==> config.mk <==
export PLATFORM = sky130hd
export DESIGN_NAME = sync_frame_parser_crc16_top
export DESIGN_NICKNAME = d
export VERILOG_FILES = /design/src/design/sfp_pkg.sv /design/src/design/sfp_parser.sv /design/src/design/sync_frame_parser_crc16_top.sv
export SDC_FILE = /design/constraint.sdc
export NUM_CORES = 1
export LEC_CHECK = 0
export BUFFER_PORTS_ARGS = -buffer_cell sky130_fd_sc_hd__buf_2
export CAP_MARGIN = 20
export CORE_MARGIN = 2
export CORE_UTILIZATION = 35
export DETAILED_ROUTE_END_ITERATION = 12
export MAX_ROUTING_LAYER = met4
export SLEW_MARGIN = 20
export SYNTH_ARGS = -nofsm -noshare
export SYNTH_HDL_FRONTEND = slang
export SYNTH_SLANG_ARGS = --single-unit
export TNS_END_PERCENT = 20
==> constraint.sdc <==
create_clock -name clk -period 7.67 [get_ports clk]
set_clock_uncertainty 0.15 [all_clocks]
set_input_delay 0.767 -clock clk [delete_from_list [all_inputs] [get_ports clk]]
set_output_delay 0.767 -clock clk [all_outputs]
set_load 0.02 [all_outputs]
==> src/design/sfp_pkg.sv <==
// Shared types, phase codes, register indexes and CRC helper for the sync frame parser.
package sfp_pkg;

  localparam int PHASE_W = 4;

  localparam logic [PHASE_W-1:0] PH_SYNC1   = 4'd0;
  localparam logic [PHASE_W-1:0] PH_SYNC2   = 4'd1;
  localparam logic [PHASE_W-1:0] PH_TYPE    = 4'd2;
  localparam logic [PHASE_W-1:0] PH_SEQ     = 4'd3;
  localparam logic [PHASE_W-1:0] PH_LEN_LO  = 4'd4;
  localparam logic [PHASE_W-1:0] PH_LEN_HI  = 4'd5;
  localparam logic [PHASE_W-1:0] PH_PAYLOAD = 4'd6;
  localparam logic [PHASE_W-1:0] PH_CRC_LO  = 4'd7;
  localparam logic [PHASE_W-1:0] PH_CRC_HI  = 4'd8;

  localparam logic [1:0] ST_GOOD      = 2'd0;
  localparam logic [1:0] ST_CRC_BAD   = 2'd1;
  localparam logic [1:0] ST_TOO_LARGE = 2'd2;

  localparam logic [1:0] CFG_SYNC_FIRST  = 2'd0;
  localparam logic [1:0] CFG_SYNC_SECOND = 2'd1;
  localparam logic [1:0] CFG_MAX_LEN     = 2'd2;

  localparam logic [7:0]  SYNC_FIRST_RST  = 8'hAA;
  localparam logic [7:0]  SYNC_SECOND_RST = 8'h55;
  localparam logic [15:0] MAX_LEN_RST     = 16'd256;

  localparam logic [15:0] CRC_INIT = 16'hFFFF;
  localparam logic [15:0] CRC_POLY = 16'h1021;

  localparam int TDATA_W = 96;

  typedef struct packed {
    logic [7:0]  sync_first;
    logic [7:0]  sync_second;
    logic [15:0] max_len;
  } sfp_cfg_t;

  typedef struct packed {
    logic [15:0] computed_crc;
    logic [15:0] received_crc;
    logic [15:0] payload_length;
    logic [7:0]  seq_number;
    logic [7:0]  frame_type;
    logic [1:0]  status;
    logic        is_end;
    logic [15:0] byte_index;
    logic [7:0]  payload_byte;
  } sfp_result_t;

  function automatic logic [15:0] sfp_crc_byte(input logic [15:0] crc_in,
                                               input logic [7:0] data);
    logic [15:0] c;
    c = crc_in ^ {data, 8'h00};
    for (int k = 0; k < 8; k++) begin
      if (c[15]) begin
        c = {c[14:0], 1'b0} ^ CRC_POLY;
      end else begin
        c = {c[14:0], 1'b0};
      end
    end
    return c;
  endfunction

endpackage

==> src/design/sfp_parser.sv <==
// Frame parser state machine: sync hunt, header capture, CRC accumulation and results.
module sfp_parser
  import sfp_pkg::*;
(
  input  logic        clk,
  input  logic        rst,
  input  logic        step,
  input  logic [7:0]  rx_byte,
  input  sfp_cfg_t    cfg,
  output logic        res_valid,
  output sfp_result_t res
);

  logic [PHASE_W-1:0] phase, phase_next;
  logic [15:0] crc, crc_next;
  logic [7:0]  held_type, held_type_next;
  logic [7:0]  held_seq, held_seq_next;
  logic [15:0] held_len, held_len_next;
  logic [15:0] count, count_next;
  logic [7:0]  crc_lo, crc_lo_next;

  logic [15:0] crc_upd;
  logic [15:0] count_inc;
  logic [15:0] len_full;
  logic [15:0] rcrc;
  logic        emit_end;
  logic [1:0]  st;
  logic [15:0] idx;
  logic [7:0]  pbyte;
  logic [15:0] rcrc_out;

  assign crc_upd   = sfp_crc_byte(crc, rx_byte);
  assign count_inc = count + 16'd1;
  assign len_full  = {rx_byte, held_len[7:0]};
  assign rcrc      = {rx_byte, crc_lo};

  always_comb begin
    phase_next     = phase;
    crc_next       = crc;
    held_type_next = held_type;
    held_seq_next  = held_seq;
    held_len_next  = held_len;
    count_next     = count;
    crc_lo_next    = crc_lo;
    res_valid      = 1'b0;
    emit_end       = 1'b0;
    st             = ST_GOOD;
    idx            = '0;
    pbyte          = '0;
    rcrc_out       = '0;
    unique case (phase)
      PH_SYNC2: begin
        if (rx_byte == cfg.sync_second) begin
          held_type_next = '0;
          held_seq_next  = '0;
          held_len_next  = '0;
          count_next     = '0;
          crc_next       = CRC_INIT;
          phase_next     = PH_TYPE;
        end else if (rx_byte != cfg.sync_first) begin
          phase_next = PH_SYNC1;
        end
      end
      PH_TYPE: begin
        held_type_next = rx_byte;
        crc_next       = crc_upd;
        phase_next     = PH_SEQ;
      end
      PH_SEQ: begin
        held_seq_next = rx_byte;
        crc_next      = crc_upd;
        phase_next    = PH_LEN_LO;
      end
      PH_LEN_LO: begin
        held_len_next = {8'h00, rx_byte};
        crc_next      = crc_upd;
        phase_next    = PH_LEN_HI;
      end
      PH_LEN_HI: begin
        held_len_next = len_full;
        crc_next      = crc_upd;
        count_next    = '0;
        if (len_full > cfg.max_len) begin
          phase_next = PH_SYNC1;
          res_valid  = 1'b1;
          emit_end   = 1'b1;
          st         = ST_TOO_LARGE;
        end else if (len_full == 16'd0) begin
          phase_next = PH_CRC_LO;
        end else begin
          phase_next = PH_PAYLOAD;
        end
      end
      PH_PAYLOAD: begin
        crc_next   = crc_upd;
        res_valid  = 1'b1;
        pbyte      = rx_byte;
        idx        = count;
        count_next = count_inc;
        if (count_inc >= held_len) begin
          phase_next = PH_CRC_LO;
        end
      end
      PH_CRC_LO: begin
        crc_lo_next = rx_byte;
        phase_next  = PH_CRC_HI;
      end
      PH_CRC_HI: begin
        phase_next = PH_SYNC1;
        res_valid  = 1'b1;
        emit_end   = 1'b1;
        idx        = count;
        rcrc_out   = rcrc;
        st         = (rcrc == crc) ? ST_GOOD : ST_CRC_BAD;
      end
      default: begin
        phase_next = (rx_byte == cfg.sync_first) ? PH_SYNC2 : PH_SYNC1;
      end
    endcase
  end

  always_comb begin
    res.payload_byte   = pbyte;
    res.byte_index     = idx;
    res.is_end         = emit_end;
    res.status         = st;
    res.frame_type     = held_type_next;
    res.seq_number     = held_seq_next;
    res.payload_length = held_len_next;
    res.received_crc   = rcrc_out;
    res.computed_crc   = crc_next;
  end

  always_ff @(posedge clk) begin
    if (rst) begin
      phase     <= PH_SYNC1;
      crc       <= CRC_INIT;
      held_type <= '0;
      held_seq  <= '0;
      held_len  <= '0;
      count     <= '0;
      crc_lo    <= '0;
    end else if (step) begin
      phase     <= phase_next;
      crc       <= crc_next;
      held_type <= held_type_next;
      held_seq  <= held_seq_next;
      held_len  <= held_len_next;
      count     <= count_next;
      crc_lo    <= crc_lo_next;
    end
  end

endmodule

==> src/design/sync_frame_parser_crc16_top.sv <==
// Top level of the sync frame parser: stream ports, configuration registers, result register.
//
// Usage:
//   s_axis carries one received byte per word (tdata[7:0]). m_axis carries
//   results: tuser = 1 marks an end-of-frame word with status, tuser = 0 a
//   payload byte. A word is taken when tvalid and tready are both high.
//   Each result is registered before it reaches m_axis; one input word is
//   accepted every cycle, limited only by the result register: s_axis_tready
//   is high whenever the result register is empty or is being drained in the
//   same cycle. Only payload bytes, the high CRC byte (end word) and the high
//   length byte of an oversized frame (end word) give a result. When the
//   receiver holds m_axis_tready low with a result waiting, input stalls until it is taken.
//   The cfg channel writes sync_first (index 0), sync_second (1) and
//   max_payload_len (2); index 3 is ignored. cfg_ready is always high.
//   Write it only while the block is idle.
//   Reset (rst, synchronous) returns the parser to sync hunt, empties the
//   result register and restores 0xAA, 0x55 and 256 to the registers.
module sync_frame_parser_crc16_top
  import sfp_pkg::*;
(
  input  logic               clk,
  input  logic               rst,
  input  logic               s_axis_tvalid,
  output logic               s_axis_tready,
  input  logic [7:0]         s_axis_tdata,   // rx_byte[7:0]
  output logic               m_axis_tvalid,
  input  logic               m_axis_tready,
  // payload_byte[7:0], byte_index[23:8], status[25:24], frame_type[33:26],
  // seq_number[41:34], payload_length[57:42], received_crc[73:58],
  // computed_crc[89:74], zero[95:90]
  output logic [TDATA_W-1:0] m_axis_tdata,
  output logic               m_axis_tuser,   // is_end[0]
  input  logic               cfg_valid,
  output logic               cfg_ready,
  input  logic [1:0]         cfg_index,
  input  logic [15:0]        cfg_data
);

  sfp_cfg_t    cfg;
  logic        step;
  logic        res_valid;
  sfp_result_t res;
  logic        out_valid;
  sfp_result_t out_res;

  assign cfg_ready     = 1'b1;
  assign s_axis_tready = !out_valid || m_axis_tready;
  assign step          = s_axis_tvalid && s_axis_tready;

  always_ff @(posedge clk) begin
    if (rst) begin
      cfg.sync_first  <= SYNC_FIRST_RST;
      cfg.sync_second <= SYNC_SECOND_RST;
      cfg.max_len     <= MAX_LEN_RST;
    end else if (cfg_valid) begin
      unique case (cfg_index)
        CFG_SYNC_FIRST:  cfg.sync_first  <= cfg_data[7:0];
        CFG_SYNC_SECOND: cfg.sync_second <= cfg_data[7:0];
        CFG_MAX_LEN:     cfg.max_len     <= cfg_data;
        default: ;
      endcase
    end
  end

  sfp_parser u_parser (
    .clk       (clk),
    .rst       (rst),
    .step      (step),
    .rx_byte   (s_axis_tdata),
    .cfg       (cfg),
    .res_valid (res_valid),
    .res       (res)
  );

  always_ff @(posedge clk) begin
    if (rst) begin
      out_valid <= 1'b0;
    end else if (s_axis_tready) begin
      out_valid <= step && res_valid;
    end
  end

  always_ff @(posedge clk) begin
    if (step && res_valid) begin
      out_res <= res;
    end
  end

  assign m_axis_tvalid = out_valid;
  assign m_axis_tuser  = out_res.is_end;
  assign m_axis_tdata  = {6'b0, out_res.computed_crc, out_res.received_crc,
                          out_res.payload_length, out_res.seq_number,
                          out_res.frame_type, out_res.status,
                          out_res.byte_index, out_res.payload_byte};

`ifndef SYNTHESIS
  a_payload_clean: assert property (@(posedge clk) disable iff (rst)
    (out_valid && !out_res.is_end) |->
      (out_res.status == ST_GOOD && out_res.received_crc == 16'd0))
    else $error("payload word carries end status or CRC");

  a_good_matches: assert property (@(posedge clk) disable iff (rst)
    (out_valid && out_res.is_end && out_res.status == ST_GOOD) |->
      (out_res.received_crc == out_res.computed_crc))
    else $error("good status with CRC mismatch");

  a_status_code: assert property (@(posedge clk) disable iff (rst)
    out_valid |-> (out_res.status <= ST_TOO_LARGE))
    else $error("undefined status code");

  a_stall_blocks_input: assert property (@(posedge clk) disable iff (rst)
    (out_valid && !m_axis_tready) |-> !s_axis_tready)
    else $error("input taken while result is stalled");

  a_reset_empties: assert property (@(posedge clk)
    rst |=> !out_valid)
    else $error("result register not empty after reset");
`endif

endmodule

# --- Word-level counts from Yosys, hierarchy flattened ---
# Cells that the tools add are included.
op_classes:
  reduce_logical: 15
  n_addsub: 1
  n_bitwise: 9
  eq_ne: 17
  muxes: 31
  order_cmp: 2
ops:
  columns: ["op", "n"]
  rows:
  - ["2-to-1 mux 13 bit", 8]
  - ["case mux 16 bit (3 select lines)", 2]
  - ["2-to-1 mux 16 bit", 3]
  - ["case mux 16 bit (2 select lines)", 1]
  - ["case mux 4 bit (8 select lines)", 1]
  - ["case mux 8 bit (2 select lines)", 2]
  - ["NOT 3 bit", 8]
  - ["adder 16 x 1 -> 16 bit (second input constant)", 1]
  - ["equality test 16 bit", 1]
  - ["equality test 4 x 3 -> 1 bit (second input constant)", 4]
  - ["equality test 8 bit", 2]
  - [">= comparator 16 bit", 1]
  - ["> comparator 16 bit", 1]
  - ["zero test 16 bit", 1]
  - ["2-to-1 mux 4 bit", 4]
  - ["2-to-1 mux 8 bit", 2]
  - ["XOR 16 bit", 1]
  - ["equality test 4 x 2 -> 1 bit (second input constant)", 2]
  - ["inequality test 8 bit", 1]
  - ["AND reduction 2 bit", 4]
  - ["AND reduction 3 bit", 2]
  - ["OR reduction 5 bit", 1]
  - ["equality test 4 x 1 -> 1 bit (second input constant)", 1]
  - ["equality test 4 bit (second input constant)", 1]
  - ["other kinds (14)", 20]
word_totals:
  out_inout_bits: 100
  register_bits: 200
  in_bits: 31

# --- Longest topological paths before layout ---
# Gate-level depths: netlist of the first run.
logic_depth:
  depth_word: 18
  depth_mapped: 14

# --- Cells and area by module ---
# From an unflattened synthesis of the first run, not the netlist that was laid out.
unflattened:
  cells_unflattened: 920
  area_unflattened_um2: 9598.0
modules_own_cells:
  columns: ["mod", "instances", "area_each_um2", "cells_per_inst", "seq_area_each_um2"]
  rows:
  - ["sfp_parser", 1, 5372.7, 678, 1521.5]
  - ["sync_frame_parser_crc16_top", 1, 4225.3, 242, 3393.3]

# --- Least setup slack after synthesis of the first run ---
# No wires, ideal clock.
synth_timing:
  kind: "input -> register"
  start: "input s_axis_tdata[7]"
  end: "register out_res, in the netlist m_axis_tdata[0] (enable)"
  stages: 6
  slack_ns: 3.025
  path_buffers: 0
  required_time_ns: 7.063
  arrival_time_ns: 4.038
  path_cell_list: "ha_1 -> nand4_1 -> a2111o_1 -> a31oi_1 -> and2_1 -> o21a_1"
synth_between:
  elab_chain_len: 4
synth_lines:
  columns: ["item", "line_no", "rtl"]
  rows:
  - ["from (decl)", "sync_frame_parser_crc16_top.sv:25", "input logic [7:0] s_axis_tdata,"]
  - ["> comparator 16 bit", "sfp_parser.sv:83", "if (len_full > cfg.max_len) begin"]
  - ["2-to-1 mux 1 bit", "sfp_parser.sv:83", null]
  - ["case mux 1 bit (2 select lines)", "sfp_parser.sv:51", "unique case (phase)"]
  - ["logical AND 1 bit", "sync_frame_parser_crc16_top.sv:84", "if (step && res_valid) begin"]
  - ["to (signal assigned)", "sync_frame_parser_crc16_top.sv:85", "out_res <= res;"]
  - ["to (decl)", "sync_frame_parser_crc16_top.sv:44", "sfp_result_t out_res;"]
# Every way passes these cells.
# A chain may end at the register's enable or synchronous reset.

# --- Worst setup path in the final report of the first run ---
layout_timing:
  start: "input s_axis_tdata[7]"
  end: "register out_res, in the netlist m_axis_tdata[37] (enable)"
# The elaborated chain is that of the path after synthesis.

==> results of run 1 <==
state kept, by name (all words and copies together), names as in the netlist:
name,flops
cfg,32
m_axis_tdata,90
m_axis_tuser,1
m_axis_tvalid,1
u_parser.count,16
u_parser.crc,16
u_parser.crc_lo,8
u_parser.held_len,16
u_parser.held_seq,8
u_parser.held_type,8
u_parser.phase,4
how the worst max path moves through the flow:
stage | depth (start not counted) | slack (ns) | endpoint
finish | 8 | 3.78 | m_axis_tdata[37]$_DFFE_PP_
global route | 13 | 3.50 | u_parser.phase[3]$_SDFFE_PP0P_
floorplan | 6 | 3.02 | m_axis_tdata[0]$_SDFFCE_PN0P_
global placement | 8 | 3.44 | m_axis_tdata[58]$_SDFFCE_PN0P_
detailed placement | 8 | 3.33 | m_axis_tdata[62]$_SDFFCE_PN0P_
CTS | 8 | 3.80 | m_axis_tdata[62]$_SDFFCE_PN0P_
cells by family (layout without fill, tap and decap cells):
logic type	count (synthesis)	after routing	synth area share (%)
XOR/XNOR	63	63	5.85
adder cells (fa/ha/maj)	33	33	4.37
buffers and inverters	113	202	5.14
AO/OA/AOI/OAI	163	163	11.6
flip-flops	200	200	52.1
other	2	7	0.0796
multiplexers	18	18	1.91
AND/OR/NAND/NOR	362	362	19.0
where the power goes:
group          internal, mW  leakage [nW]  total, mW  switching [mW]
sequential             1.12          1.79       1.13          0.0118
combinational        0.0512          2.34      0.146          0.0945
clock                 0.503         0.306      0.953           0.450
Yosys cell counts, types with 9 or more instances:
library cell / count
mux2i_1: 18
dfxtp_1: 109
clkbuf_1: 52
xnor2_1: 32
o211ai_1: 17
nand3b_1: 25
edfxtp_1: 91
nor2_1: 80
a211o_1: 9
nand3_1: 18
a22oi_1: 28
a21oi_1: 50
nand2_1: 132
ha_1: 33
and3_1: 19
and2_1: 29
o21ai_0: 17
xor2_1: 31
inv_1: 40
nand4_1: 14
a22o_1: 25
layer usage:
layer	GRT usage, %	wire [um]	up-vias
li1	-	-	3480
met1	23.7	11100	3320
met2	25.7	10500	224
met5	-	0	-
met3	3.29	1470	23
met4	4.65	378	0
worst register-to-register path, stage by stage, from the launching register on:
cell and delay, ns:
dfxtp_1 0.33, inv_1 0.05, ha_1 0.28, nor2b_1 0.12
o211ai_1 0.12, a2111o_1 0.38, a31oi_1 0.37, and2_1 0.26
o21a_4 0.55, buf_4 0.62
cell type report:
| type | instances | area (um^2) |
|---|---|---|
| Fill cell | 2655 | 15900 |
| Multi-Input combinational cell | 646 | 4070 |
| Clock buffer | 17 | 425 |
| Clock inverter | 15 | 208 |
| Inverter | 40 | 150 |
| Timing Repair Buffer | 130 | 676 |
| Tap cell | 341 | 427 |
| Sequential cell | 200 | 4910 |
==> summary by stage, run 1 <==
Status
The flow ran to the end, and the final reports show no timing, DRC or antenna violations.

Min path
For hold timing, the worst endpoint is cfg[7]$_SDFFE_PP0P_. The class of the worst hold path is flop to flop. The worst hold path depth is 2.

The origin of the worst min-delay path is cfg[7]$_SDFFE_PP0P_.

STA
The ratio of final minimum period to clock period is about half. The timing-limited maximum frequency is around 260 MHz. The max-slew headroom at the worst pin is a little over a third.

Setup repair after global routing left no endpoint under its margin. After layout, the minimum clock period comes to 3.89 ns. The worst setup slack after layout is between 3 and 4 ns. For the pin with the worst max-slew slack, the measured transition is about 0.96 ns. The final-layout worst hold slack is about 0.31 ns. The max-slew violation count was 0.

Summed over all failing endpoints, the final setup total negative slack is 0 ns. Setup violations remaining at the end of the flow were counted as 0. The final count of hold timing violations is 0.

Yosys
The area of the mapped netlist is 0.00944 mm^2. For this run, the leading register cell type out of synthesis is dfxtp_1. The Yosys warning count is 0.

The async set-reset flop share out of synthesis is 0%. Synthesis instantiated a little over 50 different standard cells from the library. By area the synthesized netlist is led by edfxtp_1, dfxtp_1, nand2_1.

Of all cell types, the one taking the most synthesized area is edfxtp_1. The part of the Yosys area used for sequential elements is a little over half. The number of register bits inferred by synthesis is 200. Counting flops with a built-in enable in the synthesized netlist gives 91. Synthesis produced roughly 950 cells. Averaged over all synthesized cells, the footprint is between 9 and 10 um^2. The area share of the leading cell type in the synthesized netlist is 29.0%.

CTS
The post-cts sizing count is 0. The root buffer cell is clkbuf_16. The number of setup buffers added after CTS is 0. The clock latency at the later pin of the worst-skew pair is about 0.44 ns. TritonCTS built the clock tree. The H-tree was split into 4 levels. The clock net sink count is 200. The maximum number of buffers from clock root to sink is 2. Counting the buffers created by CTS gives 17. The clock-pin transition on the worst setup and hold timing paths is roughly 0.07 ns. In this run, post-CTS hold repair placed 0 buffers.

Worst setup path
The length in cells of the worst reg-to-reg path is 9. The number of buffers and inverters on the critical path is 2. The largest incremental delay on the critical path is ~0.60 ns. In this run the critical register-to-register path is captured at m_axis_tdata[37]$_DFFE_PP_.

The kind of cell with the highest combined delay along the critical path is compound AO/OA/AOI/OAI gates. The signal on the critical path passes through buf_2, ha_1, nand4_1, a2111o_1, a31oi_1, and2_1, o21a_4, buf_4. The arrival time at the worst endpoint is roughly 3.8 ns. The register-to-register path setup slack is ~4.0 ns. For the worst setup path, the data required time is 7.60 ns. The launching element type of the critical path is an input port. The type of the setup path with the least slack is input port to flop. In this run the critical register-to-register path is launched from cfg[1]$_SDFFE_PP0P_. Along the worst path, the maximum fanout reaches 50.

The largest individual stage delay along the critical path comes from the cell buf_4. Tracing the worst setup path back leads to its startpoint at s_axis_tdata[7]. The worst setup path is captured at a flop.

Finish
The post-route core utilization is between 40 and 50%. In the final layout, the share of cells above drive strength 1 is 16.2%. 0 antenna diodes ended up in the layout. The most common cell after layout, fill and taps aside is nand2_1. In the layout the commonest cells are nand2_1, buf_2, dfxtp_1. The area growth from synthesis to layout is 15.1%. The finished cells cover approximately 0.011 mm^2.

The net count reported at finish is 1099. The final instance count without filler cells is around 1400.

Run
The tool flagged a number of max-cap violations equal to 0.

Placement
The global placer's final weighted congestion is ~0.83. Detailed placement ended at an HPWL of between 15 and 20 mm. Prior to clock tree synthesis, the placed netlist has a worst setup slack of roughly 3.3 ns. Once placement finished, the instance area stood at 0.0102 mm^2. In this run, placement finished with an instance count of 1356. The count of input and output buffers is around 120.

Drt
The detailed router placed around 7000 vias in this run. In the final routed layout, each cell accounts on average for ~17 um. Before antenna repair, the detailed router went through 5 iterations.

Once detail routing completed, the nets flagged for antenna violations numbered 0. The total wire length is 23.5 mm. For this block, the initial DRC count from the detailed router was ~550. In the routed design, unresolved DRC markers number 0. In the routed layout, each cell is associated on average with a via count of just over 5.

Floorplan
The number of placement rows is 60. around 130 I/O pins were placed. The region available for standard cell placement spans roughly 0.027 mm^2. The initial core utilization is between 30% and 40%. Measured along the x axis, the die boundary spans roughly 170 um. The die covers approximately 0.028 mm^2. Measured along the y axis, the die boundary spans 168 um.

Global route
The pin count of the biggest net entering global routing is 110. The via count of the first global-routing pass was between 6000 and 7000. For this run the aggregate overflow at the end of global routing stands at 0.

The global-route usage over all layers is roughly 17%. The number of antenna violations at the first check in global routing is 0. The first global-routing pass estimated roughly 37 mm of wire.

Power and ir drop
The design draws around 2.2 mW. For this design the ratio of total power to cell area is 205 mW/mm^2. Across the VDD grid, the largest voltage drop is 0.125 mV. The leakage power of the design is ~4.4 nW.
Power figures use the tool's default switching activity.
==> run 2, diff against run 1 <==
Clock period 7.67 ns to 3.4 ns, I/O delays scaled along.
==> summary by stage, run 2 (same netlist as run 1, synthesis figures left out) <==
CTS
The maximum number of buffers from clock root to sink is 2 (unchanged). In this run the clock root is driven by a clkbuf_16. The CTS H-tree depth is 4 (unchanged). TritonCTS built the clock tree. The clock-pin transition on the worst setup and hold timing paths was 0.08 ns (about the same).

The number of clock buffers inserted by TritonCTS came to 17 (unchanged). The clock net sink count came to 200 (unchanged). The clock latency at the later pin of the worst-skew pair is 0.44 ns (about the same).

Global route
The pin count of the biggest net entering global routing was 66 (-40%). The via count of the first global-routing pass came to 6703 (+0.48%). The number of antenna violations at the first check in global routing came to 0 (unchanged). The wire length of the first global-routing pass was 36.6 mm (-0.47%).

The global-route usage over all layers is 17.0% (-0.12 points). The final global-route overflow total is 0 (unchanged).

Finish
The net count reported at finish is 1128 (+2.6%). The post-route core utilization is 41.5% (+0.82 points). From synthesis to final layout, the design area changed by 17.5%. The fraction of final layout cells with drive strength greater than 1 came to 18.1% (+1.9 points). The area occupied by registers is 0.00492 mm^2 (+0.10%).

The post-route standard cell area excluding fillers is 0.0111 mm^2 (+2.0%). The flip-flop count of the largest register after layout was 90 (unchanged). The number of filler instances in the final layout is 2661 (+0.23%). The final instance count without filler cells came to 1418 (+2.1%). The number of antenna cells inserted is 0 (unchanged). The library cell used most frequently in the layout, excluding fill and tap cells, is nand2_1.

The area occupied by multi-input gates is 0.00409 mm^2 (+0.52%). The top cell types in the final layout, fill and taps aside, are nand2_1, buf_2, dfxtp_1.

STA
The final critical-path required period is around 3.2 ns. The max-slew violation count is 0 (unchanged). The actual slew at the worst max-slew pin is 0.976 ns (+0.0139 ns). The timing-limited maximum frequency is ~320 MHz. The worst setup slack after layout was 0.234 ns (-3.54 ns).

The max-slew headroom at the worst pin is 34.4% (-0.93 points). The final count of hold timing violations came to 0 (unchanged). The final-layout worst hold slack is 0.0331 ns (-0.274 ns). The sum of negative setup slack is 0 ns (unchanged). In the finished design, the share of the clock period the worst path needs comes to between 90 and 100%. The number of setup violations in the final report was 0 (unchanged).

Worst setup path
The library cell appearing most often on the critical path is buf_4. The largest driver fanout on the critical path is 7 (-86%). The worst setup path is launched from a flop. The required time at the endpoint of the critical path is 3.63 ns (-3.97 ns).

The slowest stage of the critical path is the dfxtp_4 cell. Broken down by cell family, the worst path's largest delay share belongs to simple AND/OR/NAND/NOR gates. The capturing element type of the critical path is a flop. The signal on the critical path passes through ha_2, and3_4, nand3_2, nor3_2, buf_4, buf_4, and2_1, xor2_1, ha_1, nor2b_1, o21ai_0, nand3b_1, o221a_2, o21ai_1, nor2b_2. The type of the setup path with the least slack is flop to flop. The number of buffer and inverter instances along the worst setup path is 2 (unchanged). The arrival time at the worst endpoint is 3.40 ns (-0.42 ns). The largest incremental delay on the critical path is 0.38 ns (-0.22 ns).

Power and ir drop
The total power divided by cell area was 441 mW/mm^2 (+110%). The leakage power of the design was 4.55 nW (+2.5%). The total power is 4.88 mW (+120%).

The largest vdd supply drop is 0.259 mV (+110%).

Placement
The HPWL reported at the end of detailed placement is 15.6 mm (-3.5%). The number of cells in the design after placement is 1375 (+1.4%). The placement-stage worst setup slack is 0.152 ns (-3.18 ns). The count of input and output buffers was 123 (unchanged).

The post-place instance area is 0.0104 mm^2 (+1.6%). The global placer's final weighted congestion is 0.813 (-1.9%).

Drt
The iteration-0 DRC count of the detailed router was 670 (+21%). The total wire length is 23.4 mm (-0.17%). The DRC violation count after routing came to 0 (unchanged). The number of nets with antenna violations after routing is 0 (unchanged). The number of detailed-routing iterations run before antenna repair is 5 (unchanged). The number of vias in the routed layout was 7267 (+3.1%). The post-detailed-route via-to-cell ratio came to 5.12 (+1.0%). The average wire length per cell after detail routing is 16.5 um (-2.2%).

Floorplan
The core region area is 0.0267 mm^2 (unchanged). The overall die width is 168 um (unchanged). The height of the die is 168 um (unchanged). The I/O pin count came to 131 (unchanged). The initial core utilization is 35.3% (unchanged). The area enclosed by the die boundary was 0.0283 mm^2 (unchanged). The number of placement rows came to 60 (unchanged).

Status
The run finished with clean final reports.

Min path
The min-delay analysis places its worst path in the category input port to flop.

Run
The max-cap violation count is 0 (unchanged).
[run 2: path summary, 6_finish.rpt]
| check | startpoint | end | slack, ns | depth (start not counted) |
|---|---|---|---|---|
| setup / recovery | u_parser.count[0]$_SDFFE_PP0P_ | u_parser.phase[3]$_SDFFE_PP0P_ | 0.23 | 15 |
| hold reg to reg | cfg[5]$_SDFFE_PP0P_ | cfg[5]$_SDFFE_PP0P_ | 0.31 | 2 |
| hold / removal | cfg_data[5] | cfg[29]$_SDFFE_PP1P_ | 0.03 | 2 |
| setup reg to reg | u_parser.count[0]$_SDFFE_PP0P_ | u_parser.phase[3]$_SDFFE_PP0P_ | 0.23 | 15 |
[run 2: worst reg2reg max path, cell delays in order (launching register included)]
cell and delay, ns:
dfxtp_4 0.38, ha_2 0.22, and3_4 0.23, nand3_2 0.10, nor3_2 0.22, buf_4 0.14
buf_4 0.11, and2_1 0.18, xor2_1 0.17, ha_1 0.25, nor2b_1 0.13, o21ai_0 0.14
nand3b_1 0.11, o221a_2 0.33, o21ai_1 0.12, nor2b_2 0.14
[run 2: metal layers]
layer	global-route usage [%]	vias up	routed length, um
li1	-	3527	-
met1	23.4	3517	11500
met2	26.0	207	10700
met3	2.80	16	979
met4	4.54	0	268
met5	-	-	0
[run 2: layout make-up]
cell class,instances,share of cell area (%)
Clock inverter,14,1.23
Clock buffer,18,3.87
Tap cell,341,3.85
Inverter,40,1.35
Sequential cell,200,44.4
Multi-Input combinational cell,646,36.9
Timing Repair Buffer,159,8.44
[run 2: power by group]
part           internal, mW  switching [mW]
sequential             2.52          0.0234
combinational         0.132           0.224
clock                  1.03           0.953
[run 2: repair_timing]
item | CTS | global route
hold buffers | 10 | 0
buffers inserted | 0 | 1
resized for setup | 0 | 13
hold endpoints to repair | 10 | 0
setup endpoints to repair | 0 | 4
